[src/srdiv_pkg.sv]
// shared widths, latency and the word carried along the divider cell chain
// no dependencies
package srdiv_pkg;

    localparam int DIVIDEND_W = 64;
    localparam int DIVISOR_W  = 32;
    // remainder magnitude stays below the divisor magnitude, at most 2^31 - 1
    localparam int REM_W      = DIVISOR_W - 1;
    localparam int STEPS      = DIVIDEND_W;
    // one operand stage, one cell per quotient bit, one sign stage
    localparam int LATENCY    = STEPS + 2;

    // partial state of one transaction as it moves down the chain
    typedef struct packed {
        logic [REM_W-1:0]      rem;
        logic [DIVIDEND_W-1:0] aq;
        logic [DIVISOR_W-1:0]  mag_d;
        logic                  neg_q;
        logic                  neg_r;
        logic                  zero;
    } srdiv_word_t;

endpackage

[src/srdiv_fix.sv]
// result stage: applies signs, forces zero results for a zero divisor
// depends on srdiv_pkg
module srdiv_fix
    import srdiv_pkg::*;
(
    input  logic                         clk,
    input  logic                         rst_n,
    input  logic                         in_valid,
    input  srdiv_word_t                  in_word,
    output logic                         done,
    output logic signed [DIVIDEND_W-1:0] quotient,
    output logic signed [DIVISOR_W-1:0]  remainder_out
);

    logic [DIVISOR_W-1:0]  rem_mag;
    logic [DIVIDEND_W-1:0] quotient_next;
    logic [DIVISOR_W-1:0]  remainder_next;
    logic                  done_reg;
    logic [DIVIDEND_W-1:0] quotient_reg;
    logic [DIVISOR_W-1:0]  remainder_reg;

    assign rem_mag = {1'b0, in_word.rem};

    // sign correction; a magnitude of 2^63 negates to the most negative value
    always_comb
    begin
        if (in_word.zero)
        begin
            quotient_next  = '0;
            remainder_next = '0;
        end
        else
        begin
            quotient_next  = in_word.neg_q ? (~in_word.aq + DIVIDEND_W'(1)) : in_word.aq;
            remainder_next = in_word.neg_r ? (~rem_mag + DIVISOR_W'(1)) : rem_mag;
        end
    end

    // result strobe
    always_ff @(posedge clk or negedge rst_n)
    begin
        if (!rst_n)
        begin
            done_reg <= 1'b0;
        end
        else
        begin
            done_reg <= in_valid;
        end
    end

    // result payload
    always_ff @(posedge clk)
    begin
        quotient_reg  <= quotient_next;
        remainder_reg <= remainder_next;
    end

    assign done          = done_reg;
    assign quotient      = quotient_reg;
    assign remainder_out = remainder_reg;

endmodule

[config.mk]
export PLATFORM = sky130hd
export DESIGN_NAME = srdiv_fix
export DESIGN_NICKNAME = d
export VERILOG_FILES = /design/src/srdiv_pkg.sv /design/src/srdiv_fix.sv
export SDC_FILE = /design/constraint.sdc
export NUM_CORES = 1
export LEC_CHECK = 0
export ABC_AREA = 1
export BUFFER_PORTS_ARGS = -buffer_cell sky130_fd_sc_hd__buf_2
export CAP_MARGIN = 30
export CORE_ASPECT_RATIO = 1.4
export CORE_MARGIN = 2
export CORE_UTILIZATION = 31
export CTS_BUF_LIST = sky130_fd_sc_hd__clkbuf_16
export DETAILED_ROUTE_END_ITERATION = 7
export GPL_TIMING_DRIVEN = 0
export PLACE_DENSITY_LB_ADDON = 0.08
export SLEW_MARGIN = 20
export SYNTH_ARGS = -nofsm -noshare
export SYNTH_HDL_FRONTEND = slang
export SYNTH_SLANG_ARGS = --single-unit
[constraint.sdc]
create_clock -name clk -period 0.8 [get_ports clk]
set_input_delay 0 -clock clk [delete_from_list [all_inputs] [get_ports clk]]
set_output_delay 0 -clock clk [all_outputs]
set_load 0.02 [all_outputs]
Word level (Yosys, flattened, before mapping)
Cells that the tools add are included.
{"block": "totals", "regBits": 97, "word_cells": 12}
{"block": "classes", "bitwise": 3, "reduce_logical": 1, "mux": 2, "n_addsub": 2}
{"op": "adder 64 x 1 -> 64 bit, second input constant", "n": 1}
{"op": "two-way mux 64 bit", "n": 1}
{"op": "NOT 64 bit", "n": 1}
{"op": "adder 32 x 1 -> 32 bit, second input constant", "n": 1}
{"op": "NOT 31 -> 32 bit", "n": 1}
{"op": "two-way mux 31 bit", "n": 1}
{"op": "OR reduction 2 bit", "n": 1}
{"op": "NOT 1 bit", "n": 1}

Longest topological paths before layout
{"block": "depth", "word_depth": 3, "mapped_depth": 11}

Worst setup path after synthesis
OpenSTA, ideal clock, no wires.
{"block": "synth_path", "path_type": "input to register", "start": "input port in_word[35] in the netlist's numbering", "end": "register quotient_reg[60] (netlist: quotient[60])", "arrival_ps": 1099, "setup_slack_ps": -412, "cell_stages": 11, "setup_time_ps": 113, "path_cell_list": "inv_1 > ha_1 > nand3_1 > nor2_4 > nand2_1 > nand2_1 > nand2_1 > nor2_1 > nand2_1 > nand2_1 > nor2_1"}
{"block": "synth_via", "elab_chain_len": 3}
{"element": "start, declared", "line_no": "srdiv_fix.sv:9", "rtl": "input srdiv_word_t in_word,"}
{"element": "NOT 64 bit", "line_no": "srdiv_fix.sv:34", "rtl": "quotient_next = in_word.neg_q ? (~in_word.aq + DIVIDEND_W'(1)) : in_word.aq;"}
{"element": "adder 64 x 1 -> 64 bit", "line_no": "srdiv_fix.sv:34"}
{"element": "two-way mux 64 bit", "line_no": "srdiv_fix.sv:34"}
{"element": "end signal, assigned", "line_no": "srdiv_fix.sv:55", "rtl": "quotient_reg <= quotient_next;"}
{"element": "end, declared", "line_no": "srdiv_fix.sv:19", "rtl": "logic [DIVIDEND_W-1:0] quotient_reg;"}
No other way between the ends.
A chain may end at the register's enable or synchronous reset.

Worst setup path in the final report
{"block": "layout_path", "start": "input port in_word[55] in the netlist's numbering", "end": "register quotient_reg[34] (netlist: quotient[34])"}
The elaborated chain is that of the path after synthesis.

==> flow_summary_export.csv <==
group,metric,value,unit
outcome,status,"finished with violations",
outcome,violations,"hold timing, setup timing",
pwr,leakage,4.723,nW
yosys,synth_ff_type,"dfxtp_1",
flow_run,max_cap_violations,0,
yosys,avgSynthCellArea,5.988,um2
yosys,synth_edf_count,0,
floorplan,core,17400,um2
clocking,clkTransAtPathRegs,0.07,ns
global_route,track_usage,0.2525,
yosys,async_reset_ff_frac,0.01031,
sta,period_minus_slack,0.9587,ns
clocking,clk_root_buffer_cell,"clkbuf_16",
sta,setup_viol,86,
worst_hold_path,hold_end,"quotient[14]",
global_route,grt_pass1_vias,7095,
sta,tns,-3.284,ns
detailed_routing,wire_per_inst,16.46,um
detailed_routing,finalWirelength,24.50,mm
pwr,pwr_density_cell,1312,nW/um2
yosys,synth_area,5527,um2
yosys,netlist_instances,923,
clocking,h-tree-depth,3,
setup_path,path_class,"input pin to register",
detailed_routing,vias,7127,
yosys,ys_ff_latch,97,
detailed_routing,drtPass1Iterations,4,
floorplan,io_pins,230,
floorplan,floorplan.rows,57,
finish,fin_area,10500,um2
clocking,cts_max_path_buffers,2,
pwr,vdd_drop_max,0.9831,mV
finish,final_cell_mix,"171 x nand2_1, 129 x nor2_1, 115 x buf_6",
placed_design,place_hpwl,17.67,mm
setup_path,endpoint_kind,"register",
setup_path,critPathMaxFanout,8,
global_route,grt_max_degree,17,
setup_path,start_kind,"input pin",
floorplan,die_w,116.8,um
finish,utilization,0.6032,
floorplan,die_h,162.0,um
detailed_routing,drc,0,
clocking,clock_sinks,97,
finish,drive_above_1_share,0.5220,
global_route,grt_pass1_wl,36.41,mm
worst_hold_path,hold_start,"in_word[0]",
finish,fill_cells,1652,
sta,period_share,1.198,
yosys,yosysUniqueCellTypes,30,
floorplan,initial_utilization,0.3176,
sta,hold_viol,5,
sta,rsz0062_at_grt,"true",
setup_path,crit_arrival,1.22,ns
yosys,yosysSeqAreaShare,0.3523,
global_route,gr-total-overflow,0,
detailed_routing,viasPerCell,4.786,
placed_design,port_buffers,195,
setup_path,worstPathRequired,1.06,ns
sta,maxSlewViolCount,0,
placed_design,dpl_cell_area,7148,um2
finish,regArea,2066,um2
worst_hold_path,hold_class,"input pin to register",
placed_design,place_congestion,0.9396,
finish,fin_nets,1381,
yosys,yosys_warnings,0,
clocking,numCtsBuffers,9,
floorplan,design.die.area,18930,um2
finish,multi_input_area,4451,um2
finish,final_common_cell,"nand2_1",
sta,hold_slack,-0.02297,ns
worst_hold_path,min_path_cells,2,
finish,area_delta_synth_final,89.92,%
sta,relSlewSlack,0.6331,
detailed_routing,drtIter0Drc,314,
finish,largest_register_ffs,64,
detailed_routing,drtAntennaViolNets,0,
global_route,antenna_found_initial,2,
clocking,tritoncts,"yes",
sta,fin_ws,-0.1587,ns
yosys,syn_nets,1058,
sta,tightest_slew,0.5504,ns
sta,max_freq,1043,MHz
==> logic make-up (layout without fill, tap and decap cells) <==
logic type                 after synthesis  count (layout)  synth area share
and+or+nand+nor                        582             582            0.4311
AOI/OAI and AO/OA                      132             132            0.1345
buffers and inverters                  110             438           0.07765
DFF                                     97              97            0.3523
adders and majority gates                2               2          0.004527
other                                    0               2                 0
==> layout make-up <==
type	count	share of cell area
clock inverters	7	0.004172
repair buffers	312	0.2776
diodes	2	0.0004768
multi-input cells	716	0.4240
flip-flops and latches	97	0.1968
plain buffers	22	0.01240
well taps	236	0.02813
clock buffers	9	0.02146
inverters	88	0.03493
==> per-stage QoR <==
| stage | total power, mW | setup WS, ns | cells |
|---|---|---|---|
| 2_1_floorplan | 7.013 | -0.1770 | 923 |
| 3_3_place_gp | 8.184 | -0.9535 | 1354 |
| 3_5_place_dp | 8.185 | -0.9326 | 1354 |
| 4_1_cts | 13.41 | -0.1402 | 1466 |
| 5_1_grt | 14.45 | -0.2205 | 1489 |
| 6_report | 13.77 | -0.1587 | 1489 |
==> layer usage <==
metal	vias to the layer above	GRT usage	share of wire
met5	-	0	0
met4	0	0.1139	0.046
met3	67	0.06045	0.056
met2	225	0.4611	0.53
met1	3277	0.2688	0.36
li1	3558	-	-
==> power by group <==
group	internal (mW)	switching, mW	leakage, nW
Combinational	1.88	2.32	3.75
Clock	2.11	2.07	0.133
Sequential	5.24	0.162	0.836
==> worst max-delay path: stages <==
cell	delay (ns)
buf_2	0.14
nor2_2	0.16
nand2_1	0.12
nor2_2	0.16
nand2_1	0.11
o21ai_4	0.18
buf_12	0.16
nand3b_1	0.07
nand2_1	0.07
nor2_1	0.04
==> worst max-delay path by stage <==
stage                            from      endpoint
after floorplan           in_word[36]  quotient[60]
after global placement    in_word[65]  quotient[50]
after detailed placement  in_word[65]  quotient[50]
after CTS                 in_word[35]  quotient[58]
after global routing      in_word[47]  quotient[52]
final                     in_word[55]  quotient[34]
==> synth_stat cells (all sizes together) (2+ instances only) <==
library cell | count | area [um2]
dfxtp | 96 | 1922
o21a | 8 | 60.06
nor2 | 238 | 945.9
nand2 | 270 | 1046
o21ai | 62 | 366.6
and2 | 3 | 18.77
buf | 11 | 57.55
ha | 2 | 25.02
nor3 | 12 | 60.06
clkbuf | 11 | 41.29
inv | 87 | 326.6
nand4 | 4 | 25.02
nand3 | 50 | 250.2
a21oi | 58 | 290.3
a31oi | 3 | 18.77
nand3b | 3 | 22.52
==> timing repair <==
action / CTS / global route
hold endpoints to repair: 73 / 4
resized for setup: 417 / 239
setup buffers: 22 / 18
endpoints found under the setup margin: 160 / 174
hold buffers: 74 / 4
pin swaps: 53 / 95
(Power assumes the default switching activity.)
