$ cat src/srdiv_pkg.sv
// shared widths, latency and the word carried along the divider cell chain
// no dependencies
package srdiv_pkg;

    localparam int DIVIDEND_W = 64;
    localparam int DIVISOR_W  = 32;
    // remainder magnitude stays below the divisor magnitude, at most 2^31 - 1
    localparam int REM_W      = DIVISOR_W - 1;
    localparam int STEPS      = DIVIDEND_W;
    // one operand stage, one cell per quotient bit, one sign stage
    localparam int LATENCY    = STEPS + 2;

    // partial state of one transaction as it moves down the chain
    typedef struct packed {
        logic [REM_W-1:0]      rem;
        logic [DIVIDEND_W-1:0] aq;
        logic [DIVISOR_W-1:0]  mag_d;
        logic                  neg_q;
        logic                  neg_r;
        logic                  zero;
    } srdiv_word_t;

endpackage

$ cat src/srdiv_cell.sv
// one restoring step: shift in a dividend bit, compare, subtract, emit a quotient bit
// depends on srdiv_pkg
module srdiv_cell
    import srdiv_pkg::*;
(
    input  logic        clk,
    input  logic        rst_n,
    input  logic        in_valid,
    input  srdiv_word_t in_word,
    output logic        out_valid,
    output srdiv_word_t out_word
);

    logic [DIVISOR_W-1:0] trial;
    logic [DIVISOR_W:0]   diff;
    logic                 fits;
    logic                 valid_reg;
    srdiv_word_t          word_reg;
    srdiv_word_t          word_next;

    // partial remainder with the next dividend bit, tested against the divisor
    assign trial = {in_word.rem, in_word.aq[DIVIDEND_W-1]};
    assign diff  = {1'b0, trial} - {1'b0, in_word.mag_d};
    assign fits  = ~diff[DIVISOR_W];

    // restore or keep the difference; quotient bit enters at the bottom
    always_comb
    begin
        word_next     = in_word;
        word_next.rem = fits ? diff[REM_W-1:0] : trial[REM_W-1:0];
        word_next.aq  = {in_word.aq[DIVIDEND_W-2:0], fits};
    end

    // valid flag
    always_ff @(posedge clk or negedge rst_n)
    begin
        if (!rst_n)
        begin
            valid_reg <= 1'b0;
        end
        else
        begin
            valid_reg <= in_valid;
        end
    end

    // payload
    always_ff @(posedge clk)
    begin
        word_reg <= word_next;
    end

    assign out_valid = valid_reg;
    assign out_word  = word_reg;

endmodule

$ cat config.mk
export PLATFORM = sky130hd
export DESIGN_NAME = srdiv_cell
export DESIGN_NICKNAME = d
export VERILOG_FILES = /design/src/srdiv_pkg.sv /design/src/srdiv_cell.sv
export SDC_FILE = /design/constraint.sdc
export NUM_CORES = 1
export LEC_CHECK = 0
export BUFFER_PORTS_ARGS = -buffer_cell sky130_fd_sc_hd__buf_2
export CAP_MARGIN = 20
export CORE_MARGIN = 10
export CORE_UTILIZATION = 45
export DETAILED_ROUTE_END_ITERATION = 8
export HOLD_SLACK_MARGIN = 0.05
export PLACE_DENSITY = 0.81
export RECOVER_POWER = 50
export SLEW_MARGIN = 20
export SYNTH_ARGS = -nofsm -noshare
export SYNTH_HDL_FRONTEND = slang
export SYNTH_SLANG_ARGS = --single-unit
$ cat constraint.sdc
create_clock -name clk -period 0.88 [get_ports clk]
set_clock_uncertainty 0.05 [all_clocks]
set_input_delay 0.088 -clock clk [delete_from_list [all_inputs] [get_ports clk]]
set_output_delay 0.088 -clock clk [all_outputs]
set_load 0.1 [all_outputs]
==> flow_metrics.py, run 1 <==
metrics = {
    "synth": {
        "ys_warn_count": 0,
        "syn_inst": 399,
        "synth_fa_ha_area_frac": 0.0881,
        "synth_fp_nets": 565,
        "synth-simple-area-share": 0.0483,
        "netlist-cell-type-count": 46,
        "synth_edf_count": 0,
        "synthFlopType": "dfxtp_1",
        "synth_mux_area_frac": 0.0918,
        "ys_seq_area_frac": 0.551,
        "synth_compound_area_frac": 0.121,
        "syn_area_mm2": 0.00477,
        "synth_seq_cells": 131,
        "synth_top_family_by_area": "compound AO/OA/AOI/OAI gates",
        "avgSynthCellArea_um2": 12.0,
        "async_flop_share": 0.00763,
        "synthXorXnorAreaFrac": 0.0514,
    },
    "die": {
        "die_h_um": 123,
        "rows": 37,
        "ioPinCount": 264,
        "initial_utilization": 0.462,
        "fp.dieW_um": 123,
    },
    "status": {
        "failing_step": "clock tree synthesis",
        "first-error": "[ERROR DPL-0038] Utilization greater than 100%, impossible to legalize",
        "outcome": "aborted with a tool error",
    },
    "placement": {
        "io_buffers": 263,
        "place_congestion": 0.976,
        "dp_hpwl_um": 20300,
        "dp.cells": 879,
    },
    "clock_tree": {
        "hold_buffers": 129,
        "numCtsBuffers": 17,
        "clockRootBuffer": "clkbuf_8",
        "htreeDepth": 4,
        "cts_sinks": 131,
        "post-cts-setup-buffers": 12,
        "clk_path_buf_depth": 2,
        "ctsResizeCount": 61,
    },
}
[logic make-up after synthesis]
| kind of cell | after synthesis |
|---|---|
| flip-flops | 131 |
| AO/OA/AOI/OAI | 79 |
| buffers and inverters | 51 |
| AND/OR/NAND/NOR | 46 |
| adder cells (fa/ha/maj) | 33 |
| multiplexers | 31 |
| XOR/XNOR | 28 |
[synthesized netlist by cell type (2+ instances only)]
cell type  number  share of area
xor2_1          8          0.015
o21ai_0         8         0.0084
nor2_1          8         0.0063
a21oi_1        21          0.022
clkbuf_1        3         0.0024
nand4_1         5         0.0066
a21oi_2         5         0.0092
dfxtp_1       130           0.55
o21a_1          2         0.0031
nand2_1        12         0.0094
nand2b_1        4         0.0052
o21bai_1        2         0.0031
nand3_1         7         0.0073
o21ai_2         3         0.0055
o211ai_1        2         0.0031
o21ai_1         2         0.0021
a211oi_1        2         0.0031
nor2b_1         2         0.0026
mux2i_1         4         0.0084
mux2_4         25          0.079
buf_6           5          0.012
a21o_1         13          0.020
a31oi_1         6         0.0079
a21boi_0        3         0.0047
inv_1          42          0.033
ha_1           32          0.084
and3_1          4         0.0052
xnor2_1        20          0.037
mux2_2          2         0.0047
[stage by stage]
stage | util | cell area [um^2] | setup slack (ns) | setup TNS, ns | hold slack [ns]
3_5_place_dp | 0.880 | 9080 | -1.96 | -58.91 | -0.182
3_3_place_gp | 0.880 | 9080 | -1.75 | -55.13 | -0.187
2_1_floorplan | - | 5000 | -1.45 | -48.58 | -0.258
==> run 2, diff against run 1 <==
--- a/config.mk
+++ b/config.mk
@@ -8,10 +8,9 @@
 export BUFFER_PORTS_ARGS = -buffer_cell sky130_fd_sc_hd__buf_2
 export CAP_MARGIN = 20
 export CORE_MARGIN = 10
-export CORE_UTILIZATION = 45
+export CORE_UTILIZATION = 30
 export DETAILED_ROUTE_END_ITERATION = 8
-export HOLD_SLACK_MARGIN = 0.05
-export PLACE_DENSITY = 0.81
+export PLACE_DENSITY_LB_ADDON = 0.15
 export RECOVER_POWER = 50
 export SLEW_MARGIN = 20
 export SYNTH_ARGS = -nofsm -noshare
==> flow_metrics.py, run 2 <==
metrics = {
    "synth": {
        "syn_area_mm2": 0.00477,
        "syn_inst": 399,
        "synthFlopType": "dfxtp_1",
        "yosys.area.top_type_share": 0.546,
        "avgSynthCellArea_um2": 12.0,
        "ys_warn_count": 0,
        "synth_seq_cells": 131,
        "synth_common_cells": "130 x dfxtp_1, 42 x inv_1, 32 x ha_1",
        "synth.area.top_cells": "dfxtp_1 55%, ha_1 8.4%, mux2_4 7.9%",
        "netlist-cell-type-count": 46,
        "synth_fp_nets": 565,
        "synth_top_cell_by_area": "dfxtp_1",
        "async_flop_share": 0.00763,
        "synth.most_common_cell": "dfxtp_1",
        "ys_seq_area_frac": 0.551,
        "synth_edf_count": 0,
    },
    "clock_tree": {
        "path_clk_slew_ns": 0.06,
        "clockRootBuffer": "clkbuf_16",
        "htreeDepth": 4,
        "clk_path_buf_depth": 2,
        "cts_sinks": 131,
        "numCtsBuffers": 17,
        "cts_tree": "yes",
    },
    "global_route": {
        "antenna_found_initial": 5,
        "grt_start_max_net_pins": 17,
        "grt_pass1_wl_um": 32000,
        "grt_overflow": 0,
        "grt_pass1_vias": 5447,
        "track_usage": 0.192,
    },
    "die": {
        "rows": 46,
        "fp.dieW_um": 146,
        "coreArea_mm2": 0.0157,
        "ioPinCount": 264,
        "die-area_mm2": 0.0213,
        "initial_utilization": 0.304,
        "die_h_um": 146,
    },
    "setup_path": {
        "crit_path_end_kind": "flop",
        "arrival_ns": 2.45,
        "worst-endpoint-required_ns": 1.13,
        "path_max_fanout": 8,
        "crit_type": "in -> reg",
        "start_kind": "primary input",
    },
    "pwr": {
        "p_leak_nw": 5.30,
        "switching_power_mw": 8.57,
        "power.internal_mw": 14.6,
        "powerDensity_mw_per_mm2": 2060,
        "seqPwrFrac": 0.302,
        "power.total_mw": 23.2,
        "swShare": 0.369,
        "ir_drop_mv": 1.28,
        "clock_power_share": 0.295,
        "p_comb_frac": 0.403,
    },
    "layout": {
        "largest_reg_flops": 130,
        "nets": 1067,
        "syn_to_final_growth_pct": 137,
        "n_fill_cell": 1048,
        "layout_common_cells": "133 x dlygate4sd3_1, 133 x buf_12, 130 x dfxtp_2, 126 x buf_2, 89 x buf_4",
        "drive_above_1_share": 0.632,
        "fin_util": 0.718,
    },
    "route": {
        "wl_per_cell_um": 17.9,
        "finalWirelength_um": 20300,
        "dr.pass1.iters": 5,
        "first_iter_violations": 112,
        "num_vias": 4840,
        "drc": 0,
        "drtAntennaViolNets": 0,
        "viasPerCell": 4.28,
    },
    "timing": {
        "period_needed_ns": 2.20,
        "hold_violations": 0,
        "setup_tns_ns": -64.87,
        "max_freq_ghz": 0.454,
        "rsz0062_at_grt": "true",
        "slew_headroom": 0.708,
        "finalCritPeriodShare": 2.50,
        "slew_violations": 0,
        "fin_ws_ns": -1.32,
        "setup_violations": 163,
        "worstMarginPinSlew_ns": 0.434,
    },
    "placement": {
        "dp_hpwl_um": 15000,
        "io_buffers": 263,
        "pre_cts_slack_ns": -1.87,
        "place_congestion": 0.794,
    },
    "min_path": {
        "hold_path.class": "in -> reg",
        "hold_depth": 3,
    },
    "flow_run": {
        "maxCapViolations": 0,
    },
    "status": {
        "violations": "setup timing",
        "outcome": "finished, violations left",
    },
}
==> run 2: cell counts after synthesis <==
No cell type changed its count.
==> run 2: power groups by stage <==
stage               Sequential (mW)  Clock (mW)  Combinational (mW)
global route                   7.06        7.35                9.73
global placement               7.08           0                8.61
floorplan                      10.5           0                1.61
CTS                            7.00        7.02                9.38
finish                         7.00        6.85                9.35
detailed placement             7.09           0                8.69
==> run 2: path summary, 6_finish.rpt <==
path / start / end / slack (ns)
min in group asynchronous: rst_n / out_valid / 0.46
max in group asynchronous: rst_n / out_valid / 0.20
setup / recovery: in_word[105] / out_word[118] / -1.32
hold / removal: in_word[4] / out_word[100] / 0.05
==> run 2: what timing repair did <==
item,in CTS,in global routing
endpoints found under the hold margin,131,0
cloned,2,0
setup buffers,8,2
setup endpoints to repair,163,163
pin swaps,12,10
resized for setup,35,10
hold buffers,133,0
==> run 2: final cells by class <==
| class | count | area [um^2] | area share |
|---|---|---|---|
| repair buffers | 492 | 5410 | 0.480 |
| flip-flops and latches | 131 | 2790 | 0.247 |
| multi-input cells | 217 | 2050 | 0.182 |
| clock buffers | 19 | 453 | 0.0401 |
| well taps | 216 | 270 | 0.0240 |
| inverters | 42 | 173 | 0.0153 |
| clock inverters | 13 | 128 | 0.0113 |
| diodes | 2 | 5.00 | 0.000444 |
==> run 2: kinds of logic (layout without fill, tap and decap cells) <==
kind of cell,Yosys count,in the layout,share of synthesized area
muxes,31,31,0.0918
adders and majority gates,33,33,0.0881
buffers and inverters,51,566,0.0488
and+or+nand+nor,46,46,0.0483
DFF,131,131,0.551
other,0,2,0
xor gates and xnor gates,28,28,0.0514
AOI/OAI and AO/OA,79,79,0.121
==> run 2: metrics by stage <==
| stage | cell area, um^2 | hold WS [ns] | instances |
|---|---|---|---|
| finish | 11300 | 0.0485 | 1132 |
| CTS | 11300 | 0.0306 | 1129 |
| global route | 11300 | 0.0628 | 1131 |
| floorplan | 5000 | -0.258 | 399 |
| global placement | 9150 | -0.186 | 954 |
| detailed placement | 9150 | -0.187 | 954 |
==> run 2: metal layers <==
layer  global-route usage  share of wire  vias up
met1                0.206           0.39     2251
met2                0.341           0.52      188
met5                    0         0.0014        -
met4               0.0470          0.011        6
li1                     -              -     2372
met3               0.0813          0.078       23
==> run 2: critical path: stages <==
cell and delay, ns:
buf_6 0.10, ha_4 0.23, a21o_1 0.17, a211o_1 0.25, o21ai_2 0.17, nand4_1 0.16, a32oi_2 0.25, nand2b_1 0.11
a21oi_2 0.21, o21ai_4 0.10, buf_6 0.15, buf_12 0.14, mux2_4 0.29
Power figures use the tool's default switching activity.
