===== src/srdiv_pkg.sv =====
// shared widths, latency and the word carried along the divider cell chain
// no dependencies
package srdiv_pkg;

    localparam int DIVIDEND_W = 64;
    localparam int DIVISOR_W  = 32;
    // remainder magnitude stays below the divisor magnitude, at most 2^31 - 1
    localparam int REM_W      = DIVISOR_W - 1;
    localparam int STEPS      = DIVIDEND_W;
    // one operand stage, one cell per quotient bit, one sign stage
    localparam int LATENCY    = STEPS + 2;

    // partial state of one transaction as it moves down the chain
    typedef struct packed {
        logic [REM_W-1:0]      rem;
        logic [DIVIDEND_W-1:0] aq;
        logic [DIVISOR_W-1:0]  mag_d;
        logic                  neg_q;
        logic                  neg_r;
        logic                  zero;
    } srdiv_word_t;

endpackage


===== src/srdiv_prep.sv =====
// operand stage: takes magnitudes and signs of a new transaction
// depends on srdiv_pkg
module srdiv_prep
    import srdiv_pkg::*;
(
    input  logic                         clk,
    input  logic                         rst_n,
    input  logic                         in_valid,
    input  logic signed [DIVIDEND_W-1:0] dividend,
    input  logic signed [DIVISOR_W-1:0]  divisor,
    output logic                         out_valid,
    output srdiv_word_t                  out_word
);

    logic [DIVIDEND_W-1:0] a_u;
    logic [DIVISOR_W-1:0]  b_u;
    logic                  valid_reg;
    srdiv_word_t           word_reg;
    srdiv_word_t           word_next;

    assign a_u = dividend;
    assign b_u = divisor;

    // magnitudes; the most negative values keep their own bit pattern
    always_comb
    begin
        word_next.rem   = '0;
        word_next.aq    = a_u[DIVIDEND_W-1] ? (~a_u + DIVIDEND_W'(1)) : a_u;
        word_next.mag_d = b_u[DIVISOR_W-1] ? (~b_u + DIVISOR_W'(1)) : b_u;
        word_next.neg_q = a_u[DIVIDEND_W-1] ^ b_u[DIVISOR_W-1];
        word_next.neg_r = a_u[DIVIDEND_W-1];
        word_next.zero  = (b_u == '0);
    end

    // valid flag
    always_ff @(posedge clk or negedge rst_n)
    begin
        if (!rst_n)
        begin
            valid_reg <= 1'b0;
        end
        else
        begin
            valid_reg <= in_valid;
        end
    end

    // payload
    always_ff @(posedge clk)
    begin
        word_reg <= word_next;
    end

    assign out_valid = valid_reg;
    assign out_word  = word_reg;

endmodule


===== config.mk =====
export PLATFORM = sky130hd
export DESIGN_NAME = srdiv_prep
export DESIGN_NICKNAME = d
export VERILOG_FILES = /design/src/srdiv_pkg.sv /design/src/srdiv_prep.sv
export SDC_FILE = /design/constraint.sdc
export NUM_CORES = 1
export LEC_CHECK = 0
export BUFFER_PORTS_ARGS = -buffer_cell sky130_fd_sc_hd__buf_2
export CAP_MARGIN = 25
export CORE_MARGIN = 3
export CORE_UTILIZATION = 49
export DETAILED_ROUTE_END_ITERATION = 12
export PLACE_DENSITY = 0.84
export SLEW_MARGIN = 20
export SYNTH_ARGS = -nofsm -noshare
export SYNTH_HDL_FRONTEND = slang
export SYNTH_SLANG_ARGS = --single-unit
export TNS_END_PERCENT = 100

===== constraint.sdc =====
create_clock -name clk -period 0.9 [get_ports clk]
set_clock_uncertainty 0.15 [all_clocks]
set_input_delay 0.135 -clock clk [delete_from_list [all_inputs] [get_ports clk]]
set_output_delay 0.135 -clock clk [all_outputs]
set_load 0.005 [all_outputs]

==> report_table.html, run 1 <==
<table>
<tr><th>Metric</th><th>Value</th></tr>
<tr><th colspan="2">Run status</th></tr>
<tr><td>Result of the run</td><td>stopped before the end</td></tr>
<tr><td>Failing step</td><td>global routing</td></tr>
<tr><td>Error that ended the run</td><td>[ERROR DPL-0038] Utilization greater than 100%, impossible to legalize</td></tr>
<tr><th colspan="2">Yosys</th></tr>
<tr><td>FFs w/ async S/R, synth</td><td>0.0100</td></tr>
<tr><td>Yosys Warn Count</td><td>0</td></tr>
<tr><td>Netlist area before placement</td><td>0.00453 mm^2</td></tr>
<tr><td>Synth cell types</td><td>47</td></tr>
<tr><td>Number of synthesized register bits</td><td>100</td></tr>
<tr><td>Predominant post-synthesis flop cell</td><td>dfxtp_1</td></tr>
<tr><td>Average cell area after synthesis</td><td>around 11 um^2</td></tr>
<tr><td>Mapped Cells</td><td>428</td></tr>
<tr><td>Fraction of the yosys area taken by sequential cells</td><td>0.443</td></tr>
<tr><td>EDFF count, synth</td><td>0</td></tr>
<tr><th colspan="2">Clocking</th></tr>
<tr><td>Root Buffer Master</td><td>clkbuf_8</td></tr>
<tr><td>Maximum root-to-sink buffer count</td><td>2</td></tr>
<tr><td>Clock buffers created by TritonCTS</td><td>9</td></tr>
<tr><td>Deepest level of the CTS H-tree</td><td>3</td></tr>
<tr><td># clock sinks</td><td>100</td></tr>
<tr><th colspan="2">Global route</th></tr>
<tr><td>Largest net degree at the start of global routing</td><td>36</td></tr>
<tr><th colspan="2">Floorplan</th></tr>
<tr><td>Floorplan row count</td><td>34</td></tr>
<tr><td>Initial standard-cell utilization of the core</td><td>0.512</td></tr>
<tr><td>Overall die height</td><td>102 um</td></tr>
<tr><td>Die extent in x</td><td>~100 um</td></tr>
<tr><td>Count of boundary I/O pins</td><td>230</td></tr>
<tr><th colspan="2">Placement</th></tr>
<tr><td>Total of buffers placed on input and output ports</td><td>198</td></tr>
<tr><td>Detailed placement HPWL</td><td>roughly 11000 um</td></tr>
<tr><td>Final weighted congestion in routability-driven placement</td><td>0.859</td></tr>
<tr><th colspan="2">STA</th></tr>
<tr><td>Worst endpoint type</td><td>register input</td></tr>
<tr><td>Final worst endpoint reported by repair_timing after global routing</td><td>out_word[91]$_DFF_P_/D</td></tr>
</table>
## what timing repair did
item	4_1_cts
setup buffers	19
gates cloned	1
resized for setup	144
endpoints found under the setup margin	182
pin swaps	54
hold endpoints to repair	96
hold buffers	15
## synthesized netlist by cell type, types with 3 or more instances
master / count / area [um^2]
buf_4: 31 / 233
buf_6: 3 / 33.8
clkbuf_1: 10 / 37.5
dfxtp_1: 99 / 1980
inv_1: 5 / 18.8
nand2_1: 27 / 101
nand2b_1: 5 / 31.3
nand3_1: 3 / 15.0
nor2_1: 11 / 41.3
nor3_1: 9 / 45.0
nor4_1: 6 / 37.5
nor4_4: 3 / 63.8
o21ai_0: 22 / 110
o21ai_1: 3 / 15.0
o31ai_1: 20 / 150
o31ai_2: 8 / 100
o41ai_1: 12 / 105
o41ai_2: 7 / 114
or2_2: 3 / 18.8
or3_1: 10 / 62.6
or4_1: 6 / 45.0
or4_4: 7 / 78.8
xnor2_1: 87 / 762
xor2_1: 4 / 35.0
## logic make-up after synthesis
family,count (synthesis),share of synthesized area
xor+xnor,91,0.176
fa+ha+maj,2,0.00552
other cells,1,0.000828
flops,100,0.443
buf+inv,51,0.0729
simple gates,107,0.157
compound gates,76,0.145
## metrics by stage
step                      area (um^2)  hold slack (ps)  std cells  setup TNS, ps  worst slack, ps
after floorplan                  5040             -311        458         -64360            -1050
after detailed placement         6820             -237        847         -87390            -1340
after global placement           6820             -240        847         -83230            -1240
after CTS                        7970             -137        897         -70160             -919
==> run 2: changes to the inputs <==
--- a/config.mk
+++ b/config.mk
@@ -8,9 +8,9 @@
 export BUFFER_PORTS_ARGS = -buffer_cell sky130_fd_sc_hd__buf_2
 export CAP_MARGIN = 25
 export CORE_MARGIN = 3
-export CORE_UTILIZATION = 49
+export CORE_UTILIZATION = 35
 export DETAILED_ROUTE_END_ITERATION = 12
-export PLACE_DENSITY = 0.84
+export PLACE_DENSITY_LB_ADDON = 0.15
 export SLEW_MARGIN = 20
 export SYNTH_ARGS = -nofsm -noshare
 export SYNTH_HDL_FRONTEND = slang
==> run 2 against run 1 <==
Compared with the run above:
- the flow now finishes, with violations (hold timing, setup timing)
- synthesized cell count unchanged
- area after synthesis unchanged
==> report_table.html, run 2 <==
<table>
<tr><th>Metric</th><th>Value</th></tr>
<tr><th colspan="2">STA</th></tr>
<tr><td>Setup-failing EPs final</td><td>182</td></tr>
<tr><td>Final Hold Slack</td><td>-113 ps</td></tr>
<tr><td>Peak clock frequency supported by timing</td><td>around 550 MHz</td></tr>
<tr><td>Final worst path period need</td><td>1830 ps</td></tr>
<tr><td>Final number of hold-violating endpoints</td><td>approximately 70</td></tr>
<tr><td>Fin. max-slew vios</td><td>0</td></tr>
<tr><td>Setup_tns</td><td>-69430 ps</td></tr>
<tr><td>Fraction of the cycle the final worst path needs</td><td>2.03</td></tr>
<tr><td>PnR worst setup slack</td><td>-927 ps</td></tr>
<tr><td>Unrepaired setup endpoints after global routing</td><td>true</td></tr>
<tr><th colspan="2">Cells and area</th></tr>
<tr><td>Total number of nets in the final design</td><td>906</td></tr>
<tr><td>Flip-flop count of the largest register, all copies and words added</td><td>99</td></tr>
<tr><td>Seq. cell area</td><td>0.00207 mm^2</td></tr>
<tr><td>Area growth from synthesis to layout</td><td>98.6%</td></tr>
<tr><td>Footprint of the multi-input gates</td><td>roughly 0.0034 mm^2</td></tr>
<tr><td>Number of fillers in the final layout</td><td>834</td></tr>
<tr><td>Most frequent standard cell in the layout excluding fill and tap cells</td><td>buf_2</td></tr>
<tr><td>Top library cells by usage in the layout, fill and taps aside</td><td>buf_2, buf_4, xnor2_1</td></tr>
<tr><td>Area of all placed cells without fillers</td><td>0.00900 mm^2</td></tr>
<tr><td>Number of antenna cells inserted</td><td>0</td></tr>
<tr><td>Fraction of layout cells with a size suffix above 1</td><td>0.715</td></tr>
<tr><th colspan="2">Yosys</th></tr>
<tr><td>Area share of the leading cell type in the synthesized netlist</td><td>0.438 (unchanged)</td></tr>
<tr><td>Area leader, netlist</td><td>dfxtp_1 (unchanged)</td></tr>
<tr><td>Post-Synth Adder-Cell Area</td><td>0.00552 (unchanged)</td></tr>
<tr><td>Predominant post-synthesis flop cell</td><td>dfxtp_1 (unchanged)</td></tr>
<tr><td>Synthesized-area fraction occupied by and/or/nand/nor cells</td><td>0.157 (unchanged)</td></tr>
<tr><td>Netlist area before placement</td><td>0.00453 mm^2 (unchanged)</td></tr>
<tr><td>FFs w/ async S/R, synth</td><td>0.0100 (unchanged)</td></tr>
<tr><td>Yosys Warn Count</td><td>0 (unchanged)</td></tr>
<tr><td>Synth Area in XOR/XNOR</td><td>0.176 (unchanged)</td></tr>
<tr><td>Multiplexer share of the synthesized area</td><td>0 (unchanged)</td></tr>
<tr><td>Mapped Cells</td><td>428 (unchanged)</td></tr>
<tr><td>Fraction of the yosys area taken by sequential cells</td><td>0.443 (unchanged)</td></tr>
<tr><td>Number of synthesized register bits</td><td>100 (unchanged)</td></tr>
<tr><td>Largest cells by area after synthesis</td><td>dfxtp_1, xnor2_1, buf_4 (unchanged)</td></tr>
<tr><td>Synth cell types</td><td>47 (unchanged)</td></tr>
<tr><td>EDFF count, synth</td><td>0 (unchanged)</td></tr>
<tr><td>Dominant combinational cell family by area after synthesis</td><td>XOR/XNOR gates (unchanged)</td></tr>
<tr><td>Library cell with the highest instance count after synthesis</td><td>dfxtp_1 (unchanged)</td></tr>
<tr><td>Average cell area after synthesis</td><td>10.6 um^2 (unchanged)</td></tr>
<tr><td>Compound-cell area share of the yosys netlist</td><td>0.145 (unchanged)</td></tr>
<tr><td>Post-synth top cells</td><td>dfxtp_1, xnor2_1, buf_4, nand2_1, o21ai_0 (unchanged)</td></tr>
<tr><th colspan="2">Placement</th></tr>
<tr><td>Total of buffers placed on input and output ports</td><td>198 (unchanged)</td></tr>
<tr><td>Dpl cell area</td><td>0.00695 mm^2 (was 0.00682 mm^2)</td></tr>
<tr><td>Detailed placement HPWL</td><td>10300 um (was 10900 um)</td></tr>
<tr><td>Final weighted congestion in routability-driven placement</td><td>0.836 (was 0.859)</td></tr>
<tr><th colspan="2">Run</th></tr>
<tr><td>Max-cap violations</td><td>0</td></tr>
<tr><th colspan="2">Clocking</th></tr>
<tr><td>Deepest level of the CTS H-tree</td><td>3 (unchanged)</td></tr>
<tr><td>Root Buffer Master</td><td>clkbuf_16 (was clkbuf_8)</td></tr>
<tr><td>Clock buffers created by TritonCTS</td><td>9 (unchanged)</td></tr>
<tr><td>Clock-pin transition on the worst setup and hold timing paths</td><td>approximately 70 ps</td></tr>
<tr><td>Maximum root-to-sink buffer count</td><td>2 (unchanged)</td></tr>
<tr><td># clock sinks</td><td>100 (unchanged)</td></tr>
<tr><td>TritonCTS clock tree</td><td>built</td></tr>
<tr><th colspan="2">Route</th></tr>
<tr><td>Number of search-and-repair iterations in the first detailed-routing pass</td><td>4</td></tr>
<tr><td>Total number of vias</td><td>4476</td></tr>
<tr><td>Post-Route WL</td><td>15100 um</td></tr>
<tr><td>Number of DRC markers after the initial detailed-route iteration</td><td>185</td></tr>
<tr><td>DRC violation count after routing</td><td>0</td></tr>
<tr><td>Wirelength per Cell</td><td>15.4 um</td></tr>
<tr><td>Via/cell ratio</td><td>approximately 4.6</td></tr>
<tr><td>Residual antenna-violating net count after detailed routing</td><td>0</td></tr>
<tr><th colspan="2">Floorplan</th></tr>
<tr><td>Core footprint</td><td>roughly 0.012 mm^2</td></tr>
<tr><td>Die Area</td><td>0.0143 mm^2</td></tr>
<tr><td>Floorplan row count</td><td>40 (was 34)</td></tr>
<tr><td>Overall die height</td><td>120 um (was 102 um)</td></tr>
<tr><td>Initial standard-cell utilization of the core</td><td>0.368 (was 0.512)</td></tr>
<tr><td>Die extent in x</td><td>120 um (was 102 um)</td></tr>
<tr><td>Count of boundary I/O pins</td><td>230 (unchanged)</td></tr>
<tr><th colspan="2">Worst setup path</th></tr>
<tr><td>Largest fanout on the critical path</td><td>8</td></tr>
<tr><td>Worst Setup Path Type</td><td>input port to flop</td></tr>
<tr><td>Element type at the critical path end</td><td>flop</td></tr>
<tr><td>Worst Path Required</td><td>just over 1000 ps</td></tr>
<tr><td>CP Data Arrival Time</td><td>1960 ps</td></tr>
<tr><td>Critical Path Start Type</td><td>input port</td></tr>
<tr><th colspan="2">Global route</th></tr>
<tr><td>Total congestion overflow after global routing</td><td>0</td></tr>
<tr><td>GRT Util Overall</td><td>0.197</td></tr>
<tr><td>Wire length of the first global-routing pass</td><td>22800 um</td></tr>
<tr><td>Largest net degree at the start of global routing</td><td>26</td></tr>
<tr><td>Vias in the first global route</td><td>approximately 4600</td></tr>
<tr><td>Number of antenna violations at the first check in global routing</td><td>0</td></tr>
<tr><th colspan="2">Power</th></tr>
<tr><td>Max rail drop VDD</td><td>742 uV</td></tr>
<tr><td>Power density over the cells</td><td>between 1000 and 1500 mW/mm^2</td></tr>
<tr><td>Pleak</td><td>around 4.0 nW</td></tr>
<tr><th colspan="2">Run status</th></tr>
<tr><td>Result of the run</td><td>finished, violations left (was stopped before the end)</td></tr>
<tr><td>Violations in the final reports</td><td>hold timing, setup timing</td></tr>
<tr><th colspan="2">Worst hold path</th></tr>
<tr><td>Hold Path Class</td><td>input port to flop</td></tr>
</table>
## run 2: cell counts after synthesis
No cell type changed its count.
## run 2: final cells by class
cell class,instances,share of cell area
multi-input cells,307,0.375
repair buffers,382,0.333
flip-flops and latches,100,0.230
clock buffers,10,0.0254
well taps,168,0.0234
clock inverters,6,0.00723
inverters,5,0.00570
## run 2: cell families (layout without fill, tap and decap cells)
group / count (synthesis) / in the layout
buffers and inverters: 51 / 403
xor gates and xnor gates: 91 / 91
adders and majority gates: 2 / 2
other: 1 / 31
and+or+nand+nor: 107 / 107
DFF: 100 / 100
AOI/OAI and AO/OA: 76 / 76
## run 2: power by group
part	switching (W)	internal, W	total, W
logic	0.00120	0.00159	0.00279
registers	0.000153	0.00492	0.00508
clock network	0.00172	0.00216	0.00388
## run 2: worst max-delay path, stage by stage
cell,delay [ps]
buf_6,90
or4_4,550
nor4_4,240
buf_4,180
buf_12,100
nand2_8,90
buf_8,170
o31ai_4,250
xnor2_1,130
## run 2: metrics by stage
step	power, W	hold slack [ps]	worst slack [ps]	util	cells
5_1_grt	0.0122	-119	-992	0.731	978
3_3_place_gp	0.00725	-240	-1270	0.564	912
3_5_place_dp	0.00729	-239	-1310	0.564	912
4_1_cts	0.0115	-126	-903	0.685	967
2_1_floorplan	0.00601	-311	-1050	-	458
6_report	0.0117	-113	-927	0.731	978
## run 2: final timing paths
kind / start / end / cells after the start
min in group asynchronous: rst_n / out_valid / 3
max in group asynchronous: rst_n / out_valid / 3
worst max-delay path: dividend[39] / out_word[86] / 9
worst min-delay path: dividend[18] / out_word[53] / 3
## run 2: what timing repair did
action | in CTS | in global routing
pin swaps | 68 | 55
hold buffers | 14 | 1
hold endpoints to repair | 93 | 69
gates resized for setup | 178 | 113
cloned | 1 | 0
setup buffers | 26 | 14
endpoints found under the setup margin | 183 | 185
## run 2: routing by layer
layer / share of wire / vias to the layer above / wire length (um) / GRT usage
li1: - / 2217 / - / -
met1: 0.40 / 2100 / 5960 / 0.227
met2: 0.54 / 143 / 8130 / 0.362
met3: 0.051 / 16 / 770 / 0.0438
met4: 0.014 / 0 / 218 / 0.0608
met5: 0 / - / 0 / 0
(Power assumes the default switching activity.)
==> run 3: changes to the inputs <==
--- a/config.mk
+++ b/config.mk
@@ -11,6 +11,7 @@
 export CORE_UTILIZATION = 35
 export DETAILED_ROUTE_END_ITERATION = 12
 export PLACE_DENSITY_LB_ADDON = 0.15
+export RECOVER_POWER = 100
 export SLEW_MARGIN = 20
 export SYNTH_ARGS = -nofsm -noshare
 export SYNTH_HDL_FRONTEND = slang
==> run 3 against run 2 <==
Compared with the run above:
- the run still ends with hold timing, setup timing left
- first-iteration DRC count shrank 16%
- clock-buffer cell count did not move
- via count decreased by 0.20%
- clock power about the same
- die area did not move
- worst setup slack worse by 4.4 ps
- sequential power about the same
- cell count did not move
- non-clock buffer count stayed put
- sequential cell count stayed put
- core utilization fell by 0.35 points
- wire length barely moved
- critical endpoint unchanged
- largest cell class unchanged
- largest power group unchanged
==> report_table.html, run 3 (synthesis results as in run 2) <==
<table>
<tr><th>Metric</th><th>Value</th></tr>
<tr><th colspan="2">Run status</th></tr>
<tr><td>Result of the run</td><td>finished, violations left (unchanged)</td></tr>
<tr><td>Violations in the final reports</td><td>hold timing, setup timing (unchanged)</td></tr>
<tr><th colspan="2">Clocking</th></tr>
<tr><td># clock sinks</td><td>100 (unchanged)</td></tr>
<tr><td>Clock buffers created by TritonCTS</td><td>9 (unchanged)</td></tr>
<tr><td>Deepest level of the CTS H-tree</td><td>3 (unchanged)</td></tr>
<tr><td>Maximum root-to-sink buffer count</td><td>2 (unchanged)</td></tr>
<tr><td>Root Buffer Master</td><td>clkbuf_16 (unchanged)</td></tr>
<tr><td>TritonCTS clock tree</td><td>built (unchanged)</td></tr>
<tr><td>Clock-pin transition on the worst setup and hold timing paths</td><td>70 ps (about the same)</td></tr>
<tr><th colspan="2">Floorplan</th></tr>
<tr><td>Die extent in x</td><td>120 um (unchanged)</td></tr>
<tr><td>Count of boundary I/O pins</td><td>230 (unchanged)</td></tr>
<tr><td>Floorplan row count</td><td>40 (unchanged)</td></tr>
<tr><td>Die Area</td><td>0.0143 mm^2 (unchanged)</td></tr>
<tr><td>Core footprint</td><td>0.0123 mm^2 (unchanged)</td></tr>
<tr><td>Initial standard-cell utilization of the core</td><td>0.368 (unchanged)</td></tr>
<tr><td>Overall die height</td><td>120 um (unchanged)</td></tr>
<tr><th colspan="2">Global route</th></tr>
<tr><td>Total congestion overflow after global routing</td><td>0 (unchanged)</td></tr>
<tr><td>Wire length of the first global-routing pass</td><td>22800 um (unchanged)</td></tr>
<tr><td>GRT Util Overall</td><td>0.197 (unchanged)</td></tr>
<tr><td>Vias in the first global route</td><td>4619 (unchanged)</td></tr>
<tr><td>Number of antenna violations at the first check in global routing</td><td>0 (unchanged)</td></tr>
<tr><td>Largest net degree at the start of global routing</td><td>26 (unchanged)</td></tr>
<tr><th colspan="2">Worst setup path</th></tr>
<tr><td>CP Data Arrival Time</td><td>1960 ps (about the same)</td></tr>
<tr><td>Critical-path top delay cell</td><td>or4_4 (unchanged)</td></tr>
<tr><td>Critical Path Start Type</td><td>input port (unchanged)</td></tr>
<tr><td>Element type at the critical path end</td><td>flop (unchanged)</td></tr>
<tr><td>Worst Setup Path Type</td><td>input port to flop (unchanged)</td></tr>
<tr><td>Largest fanout on the critical path</td><td>8 (unchanged)</td></tr>
<tr><td>Crit path buffers/inverters</td><td>4 (unchanged)</td></tr>
<tr><td>Worst Path Required</td><td>1030 ps (about the same)</td></tr>
<tr><td>Stages on the worst setup path</td><td>9 (unchanged)</td></tr>
<tr><td>Critical Path Max Stage Delay</td><td>550 ps (about the same)</td></tr>
<tr><td>Series of cell instances along the critical path</td><td>buf_6 &gt; or4_4 &gt; nor4_4 &gt; buf_4 &gt; buf_12 &gt; nand2_8 &gt; buf_8 &gt; o31ai_4 &gt; xnor2_1 (unchanged)</td></tr>
<tr><td>Setup crit start</td><td>dividend[39] (unchanged)</td></tr>
<tr><td>Delay-heaviest family, CP</td><td>simple AND/OR/NAND/NOR gates (unchanged)</td></tr>
<tr><th colspan="2">Route</th></tr>
<tr><td>Total number of vias</td><td>4467 (was 4476)</td></tr>
<tr><td>Post-Route WL</td><td>15100 um (about the same)</td></tr>
<tr><td>Number of DRC markers after the initial detailed-route iteration</td><td>155 (was 185)</td></tr>
<tr><td>Via/cell ratio</td><td>4.57 (was 4.58)</td></tr>
<tr><td>Number of search-and-repair iterations in the first detailed-routing pass</td><td>4 (unchanged)</td></tr>
<tr><td>DRC violation count after routing</td><td>0 (unchanged)</td></tr>
<tr><td>Wirelength per Cell</td><td>15.4 um (about the same)</td></tr>
<tr><td>Residual antenna-violating net count after detailed routing</td><td>0 (unchanged)</td></tr>
<tr><th colspan="2">Power</th></tr>
<tr><td>Post-layout total power</td><td>0.0117 W (about the same)</td></tr>
<tr><td>Max rail drop VDD</td><td>742 uV (about the same)</td></tr>
<tr><td>Pleak</td><td>4.00 nW (was 4.02 nW)</td></tr>
<tr><td>Power density over the cells</td><td>1310 mW/mm^2 (about the same)</td></tr>
<tr><th colspan="2">STA</th></tr>
<tr><td>Unrepaired setup endpoints after global routing</td><td>true (unchanged)</td></tr>
<tr><td>Final Hold Slack</td><td>-113 ps (about the same)</td></tr>
<tr><td>PnR worst setup slack</td><td>-931 ps (was -927 ps)</td></tr>
<tr><td>Setup_tns</td><td>-70010 ps (was -69430 ps)</td></tr>
<tr><td>Peak clock frequency supported by timing</td><td>546 MHz (was 547 MHz)</td></tr>
<tr><td>Final worst path period need</td><td>1830 ps (about the same)</td></tr>
<tr><td>Setup-failing EPs final</td><td>187 (was 182)</td></tr>
<tr><td>Fraction of the cycle the final worst path needs</td><td>2.03 (about the same)</td></tr>
<tr><td>Fin. max-slew vios</td><td>0 (unchanged)</td></tr>
<tr><td>Final number of hold-violating endpoints</td><td>68 (unchanged)</td></tr>
<tr><th colspan="2">Worst hold path</th></tr>
<tr><td>Hold Path Class</td><td>input port to flop (unchanged)</td></tr>
<tr><td>Number of stages on the worst hold path</td><td>3 (unchanged)</td></tr>
<tr><td>Startpoint of the lowest-slack hold path</td><td>dividend[18] (unchanged)</td></tr>
<tr><th colspan="2">Placement</th></tr>
<tr><td>Post-Place Cells</td><td>912 (unchanged)</td></tr>
<tr><td>Final weighted congestion in routability-driven placement</td><td>0.836 (unchanged)</td></tr>
<tr><td>Detailed placement HPWL</td><td>10300 um (unchanged)</td></tr>
<tr><td>Total of buffers placed on input and output ports</td><td>198 (unchanged)</td></tr>
<tr><th colspan="2">Cells and area</th></tr>
<tr><td>Most frequent standard cell in the layout excluding fill and tap cells</td><td>buf_2 (unchanged)</td></tr>
<tr><td>Finished Core Util</td><td>0.727 (was 0.731)</td></tr>
<tr><td>Final cell count without fillers</td><td>978 (unchanged)</td></tr>
<tr><td>Number of antenna cells inserted</td><td>0 (unchanged)</td></tr>
<tr><td>Footprint of the multi-input gates</td><td>0.00336 mm^2 (was 0.00338 mm^2)</td></tr>
<tr><td>Number of fillers in the final layout</td><td>843 (was 834)</td></tr>
<tr><td>Area growth from synthesis to layout</td><td>97.7% (was 98.6%)</td></tr>
<tr><td>Flip-flop count of the largest register, all copies and words added</td><td>99 (unchanged)</td></tr>
<tr><td>Total number of nets in the final design</td><td>906 (unchanged)</td></tr>
<tr><td>Fraction of layout cells with a size suffix above 1</td><td>0.712 (was 0.715)</td></tr>
<tr><td>Seq. cell area</td><td>0.00207 mm^2 (unchanged)</td></tr>
<tr><td>Top library cells by usage in the layout, fill and taps aside</td><td>buf_2, buf_4, xnor2_1 (unchanged)</td></tr>
<tr><th colspan="2">Run</th></tr>
<tr><td>Max-cap violations</td><td>0 (unchanged)</td></tr>
</table>
-- run 3: power breakdown --
part / leakage [nW] / internal, W / switching (W)
logic: 3.01 / 0.00157 / 0.00120
clock network: 0.142 / 0.00216 / 0.00172
registers: 0.848 / 0.00492 / 0.000152
-- run 3: area by class of cell --
cell class,count,area share
Sequential cell,100,0.231
Timing Repair Buffer,382,0.332
Clock inverter,6,0.00727
Tap cell,168,0.0235
Clock buffer,10,0.0256
Inverter,5,0.00573
Multi-Input combinational cell,307,0.376
-- run 3: path summary, 6_finish.rpt --
check                                to
setup / recovery           out_word[86]
hold / removal             out_word[53]
max in group asynchronous     out_valid
min in group asynchronous     out_valid
-- run 3: what timing repair did --
action,4_1_cts,5_1_grt
endpoints found under the setup margin,183,185
gates resized for setup,178,113
gates cloned,1,0
hold buffers,14,1
setup buffers,26,14
pin swaps,68,55
hold endpoints to repair,93,69
-- run 3: routing by layer --
| metal | GRT usage | part of all wire | vias up |
|---|---|---|---|
| met1 | 0.227 | 0.39 | 2095 |
| met3 | 0.0438 | 0.051 | 16 |
| met2 | 0.362 | 0.54 | 139 |
| met4 | 0.0608 | 0.014 | 0 |
| met5 | 0 | 0 | - |
| li1 | - | - | 2217 |
-- run 3: per-stage QoR --
| step | cell area, um^2 | worst slack (ps) |
|---|---|---|
| after floorplan | 5040 | -1050 |
| after global placement | 6950 | -1270 |
| after detailed placement | 6950 | -1310 |
| after CTS | 8430 | -903 |
| after global routing | 8950 | -992 |
| final | 8950 | -931 |
-- run 3: worst min-delay path, stage by stage --
cell	delay, ps
buf_6	70
buf_4	90
xnor2_1	60
==> run 4: changes to the inputs <==
--- a/config.mk
+++ b/config.mk
@@ -9,10 +9,11 @@
 export CAP_MARGIN = 25
 export CORE_MARGIN = 3
 export CORE_UTILIZATION = 35
+export CTS_BUF_LIST = sky130_fd_sc_hd__clkbuf_4
 export DETAILED_ROUTE_END_ITERATION = 12
 export PLACE_DENSITY_LB_ADDON = 0.15
 export RECOVER_POWER = 100
-export SLEW_MARGIN = 20
+export SLEW_MARGIN = 10
 export SYNTH_ARGS = -nofsm -noshare
 export SYNTH_HDL_FRONTEND = slang
 export SYNTH_SLANG_ARGS = --single-unit
==> run 4 against run 3 <==
Compared with the run above:
- the flow still finishes with violations (hold timing, setup timing)
- clock-buffer cell count stayed put
- sequential share of layout area is 1.2 points lower
- first-iteration DRC count is 8.4% higher
- worst setup slack better by 140 ps
- core utilization is 3.9 points higher
- sequential cell count stayed put
- sequential power hardly changed
- global-route usage is 2.0 points higher
- fmax is 8.3% higher
- design area is 5.3% higher
- combinational power is 7.6% higher
- critical endpoint is now out_word[95]
==> report_table.html, run 4 (synthesis results as in run 2) <==
<table>
<tr><th>Metric</th><th>Value</th></tr>
<tr><th colspan="2">Route</th></tr>
<tr><td>Number of search-and-repair iterations in the first detailed-routing pass</td><td>4 (unchanged)</td></tr>
<tr><td>Wirelength per Cell</td><td>16.3 um (was 15.4 um)</td></tr>
<tr><td>DRC violation count after routing</td><td>0 (unchanged)</td></tr>
<tr><td>Residual antenna-violating net count after detailed routing</td><td>0 (unchanged)</td></tr>
<tr><td>Total number of vias</td><td>4823 (was 4467)</td></tr>
<tr><td>Post-Route WL</td><td>17000 um (was 15100 um)</td></tr>
<tr><td>Number of DRC markers after the initial detailed-route iteration</td><td>168 (was 155)</td></tr>
<tr><td>Via/cell ratio</td><td>4.63 (was 4.57)</td></tr>
<tr><th colspan="2">Worst hold path</th></tr>
<tr><td>Hold Path Class</td><td>input port to flop (unchanged)</td></tr>
<tr><td>Hold Path Sink</td><td>out_word[3] (was out_word[53])</td></tr>
<tr><td>Startpoint of the lowest-slack hold path</td><td>divisor[0] (was dividend[18])</td></tr>
<tr><td>Number of stages on the worst hold path</td><td>1 (was 3)</td></tr>
<tr><th colspan="2">Worst setup path</th></tr>
<tr><td>Worst Path Required</td><td>1160 ps (was 1030 ps)</td></tr>
<tr><td>Critical Path Start Type</td><td>input port (unchanged)</td></tr>
<tr><td>Setup crit start</td><td>dividend[17] (was dividend[39])</td></tr>
<tr><td>Worst Setup Path Type</td><td>input port to flop (unchanged)</td></tr>
<tr><td>CP Data Arrival Time</td><td>1950 ps (was 1960 ps)</td></tr>
<tr><td>Largest fanout on the critical path</td><td>7 (was 8)</td></tr>
<tr><td>Element type at the critical path end</td><td>flop (unchanged)</td></tr>
<tr><th colspan="2">Clocking</th></tr>
<tr><td>Clock-pin transition on the worst setup and hold timing paths</td><td>140 ps (was 70 ps)</td></tr>
<tr><td>Maximum root-to-sink buffer count</td><td>2 (unchanged)</td></tr>
<tr><td>Clock buffers created by TritonCTS</td><td>9 (unchanged)</td></tr>
<tr><td>Deepest level of the CTS H-tree</td><td>3 (unchanged)</td></tr>
<tr><td>Root Buffer Master</td><td>clkbuf_4 (was clkbuf_16)</td></tr>
<tr><td>TritonCTS clock tree</td><td>built (unchanged)</td></tr>
<tr><td># clock sinks</td><td>100 (unchanged)</td></tr>
<tr><th colspan="2">Run status</th></tr>
<tr><td>Result of the run</td><td>finished, violations left (unchanged)</td></tr>
<tr><td>Violations in the final reports</td><td>hold timing, setup timing (unchanged)</td></tr>
<tr><th colspan="2">Global route</th></tr>
<tr><td>Wire length of the first global-routing pass</td><td>25000 um (was 22800 um)</td></tr>
<tr><td>GRT Util Overall</td><td>0.217 (was 0.197)</td></tr>
<tr><td>Total congestion overflow after global routing</td><td>0 (unchanged)</td></tr>
<tr><td>Vias in the first global route</td><td>5011 (was 4619)</td></tr>
<tr><td>Number of antenna violations at the first check in global routing</td><td>0 (unchanged)</td></tr>
<tr><td>Largest net degree at the start of global routing</td><td>26 (unchanged)</td></tr>
<tr><th colspan="2">Floorplan</th></tr>
<tr><td>Core footprint</td><td>0.0123 mm^2 (unchanged)</td></tr>
<tr><td>Floorplan row count</td><td>40 (unchanged)</td></tr>
<tr><td>Count of boundary I/O pins</td><td>230 (unchanged)</td></tr>
<tr><td>Initial standard-cell utilization of the core</td><td>0.368 (unchanged)</td></tr>
<tr><td>Die Area</td><td>0.0143 mm^2 (unchanged)</td></tr>
<tr><td>Die extent in x</td><td>120 um (unchanged)</td></tr>
<tr><td>Overall die height</td><td>120 um (unchanged)</td></tr>
<tr><th colspan="2">Cells and area</th></tr>
<tr><td>Fraction of layout cells with a size suffix above 1</td><td>0.660 (was 0.712)</td></tr>
<tr><td>Area growth from synthesis to layout</td><td>108% (was 97.7%)</td></tr>
<tr><td>Most frequent standard cell in the layout excluding fill and tap cells</td><td>buf_2 (unchanged)</td></tr>
<tr><td>Number of fillers in the final layout</td><td>800 (was 843)</td></tr>
<tr><td>Area of all placed cells without fillers</td><td>0.00943 mm^2 (was 0.00895 mm^2)</td></tr>
<tr><td>Top library cells by usage in the layout, fill and taps aside</td><td>buf_2, buf_4, xnor2_1 (unchanged)</td></tr>
<tr><td>Number of antenna cells inserted</td><td>0 (unchanged)</td></tr>
<tr><td>Footprint of the multi-input gates</td><td>0.00339 mm^2 (was 0.00336 mm^2)</td></tr>
<tr><td>Flip-flop count of the largest register, all copies and words added</td><td>99 (unchanged)</td></tr>
<tr><td>Seq. cell area</td><td>0.00206 mm^2 (was 0.00207 mm^2)</td></tr>
<tr><td>Total number of nets in the final design</td><td>969 (was 906)</td></tr>
<tr><th colspan="2">STA</th></tr>
<tr><td>Final number of hold-violating endpoints</td><td>57 (was 68)</td></tr>
<tr><td>Fraction of the cycle the final worst path needs</td><td>1.88 (was 2.03)</td></tr>
<tr><td>Setup_tns</td><td>-73870 ps (was -70010 ps)</td></tr>
<tr><td>Actual transition at the worst max-transition pin</td><td>540 ps</td></tr>
<tr><td>PnR worst setup slack</td><td>-791 ps (was -931 ps)</td></tr>
<tr><td>Headroom to the max-slew limit</td><td>0.640</td></tr>
<tr><td>Setup-failing EPs final</td><td>188 (was 187)</td></tr>
<tr><td>Peak clock frequency supported by timing</td><td>591 MHz (was 546 MHz)</td></tr>
<tr><td>Final Hold Slack</td><td>-308 ps (was -113 ps)</td></tr>
<tr><td>Fin. max-slew vios</td><td>0 (unchanged)</td></tr>
<tr><td>Final worst path period need</td><td>1690 ps (was 1830 ps)</td></tr>
<tr><td>Unrepaired setup endpoints after global routing</td><td>true (unchanged)</td></tr>
<tr><th colspan="2">Placement</th></tr>
<tr><td>Detailed placement HPWL</td><td>10300 um (unchanged)</td></tr>
<tr><td>Dpl cell area</td><td>0.00695 mm^2 (unchanged)</td></tr>
<tr><td>Final weighted congestion in routability-driven placement</td><td>0.836 (unchanged)</td></tr>
<tr><td>Total of buffers placed on input and output ports</td><td>198 (unchanged)</td></tr>
<tr><th colspan="2">Run</th></tr>
<tr><td>Max-cap violations</td><td>0 (unchanged)</td></tr>
<tr><th colspan="2">Power</th></tr>
<tr><td>Power density over the cells</td><td>1120 mW/mm^2 (was 1310 mW/mm^2)</td></tr>
<tr><td>Pleak</td><td>4.18 nW (was 4.00 nW)</td></tr>
<tr><td>Max rail drop VDD</td><td>726 uV (was 742 uV)</td></tr>
<tr><td>Post-layout total power</td><td>0.0105 W (was 0.0117 W)</td></tr>
</table>
run 4: changes by cell type in the layout (fill, tap and decap cells not counted), sizes merged:
cell	change
buf	-2
inv	-1
clkbuf	+3
dlygate4sd3	+60
dlymetal6s4s	+2
clkinvlp	+1
run 4: layout make-up:
cell class,count,share of cell area
clock buffer,10,0.00796
clock inverter,6,0.00690
inverter,5,0.00531
multi-input combinational,307,0.359
sequential,100,0.219
tap,168,0.0223
timing repair buffer,445,0.380
run 4: power by group:
part | switching (W) | internal (W) | total, W
clock network | 0.00157 | 0.000879 | 0.00245
registers | 0.000159 | 0.00492 | 0.00508
logic | 0.00128 | 0.00171 | 0.00298
total | 0.00300 | 0.00751 | 0.0105
run 4: timing repair:
item | CTS | global route
hold buffers | 79 | 7
setup endpoints to repair | 179 | 188
cloned | 1 | 0
setup buffers | 25 | 17
pin swaps | 71 | 84
hold endpoints to repair | 101 | 60
gates resized for setup | 162 | 126
run 4: worst max-delay path by stage:
stage	cells after the start	to	slack (ps)
after floorplan	6	out_word[87]	-1050
after detailed placement	9	out_word[89]	-1310
final	8	out_word[95]	-790
after global routing	10	out_word[73]	-840
after global placement	9	out_word[73]	-1270
after CTS	8	out_word[51]	-740
run 4: routing by layer:
layer / GRT usage / part of all wire / up-vias
met3: 0.0377 / 0.048 / 26
li1: - / - / 2347
met2: 0.410 / 0.55 / 151
met4: 0.0730 / 0.020 / 0
met5: 0 / 0 / -
met1: 0.243 / 0.39 / 2299
run 4: critical path, stage by stage:
cell	delay [ps]
buf_6	90
or4_4	580
nor4b_4	320
nand3_4	110
buf_12	160
buf_12	150
o41ai_4	250
xnor2_1	150
run 4: metrics by stage:
stage	instances	hold WS, ps	setup slack (ps)	util
floorplan	458	-311	-1050	-
global placement	912	-240	-1270	0.564
detailed placement	912	-239	-1310	0.564
CTS	1031	-338	-740	0.721
global route	1041	-324	-837	0.766
finish	1041	-308	-791	0.766
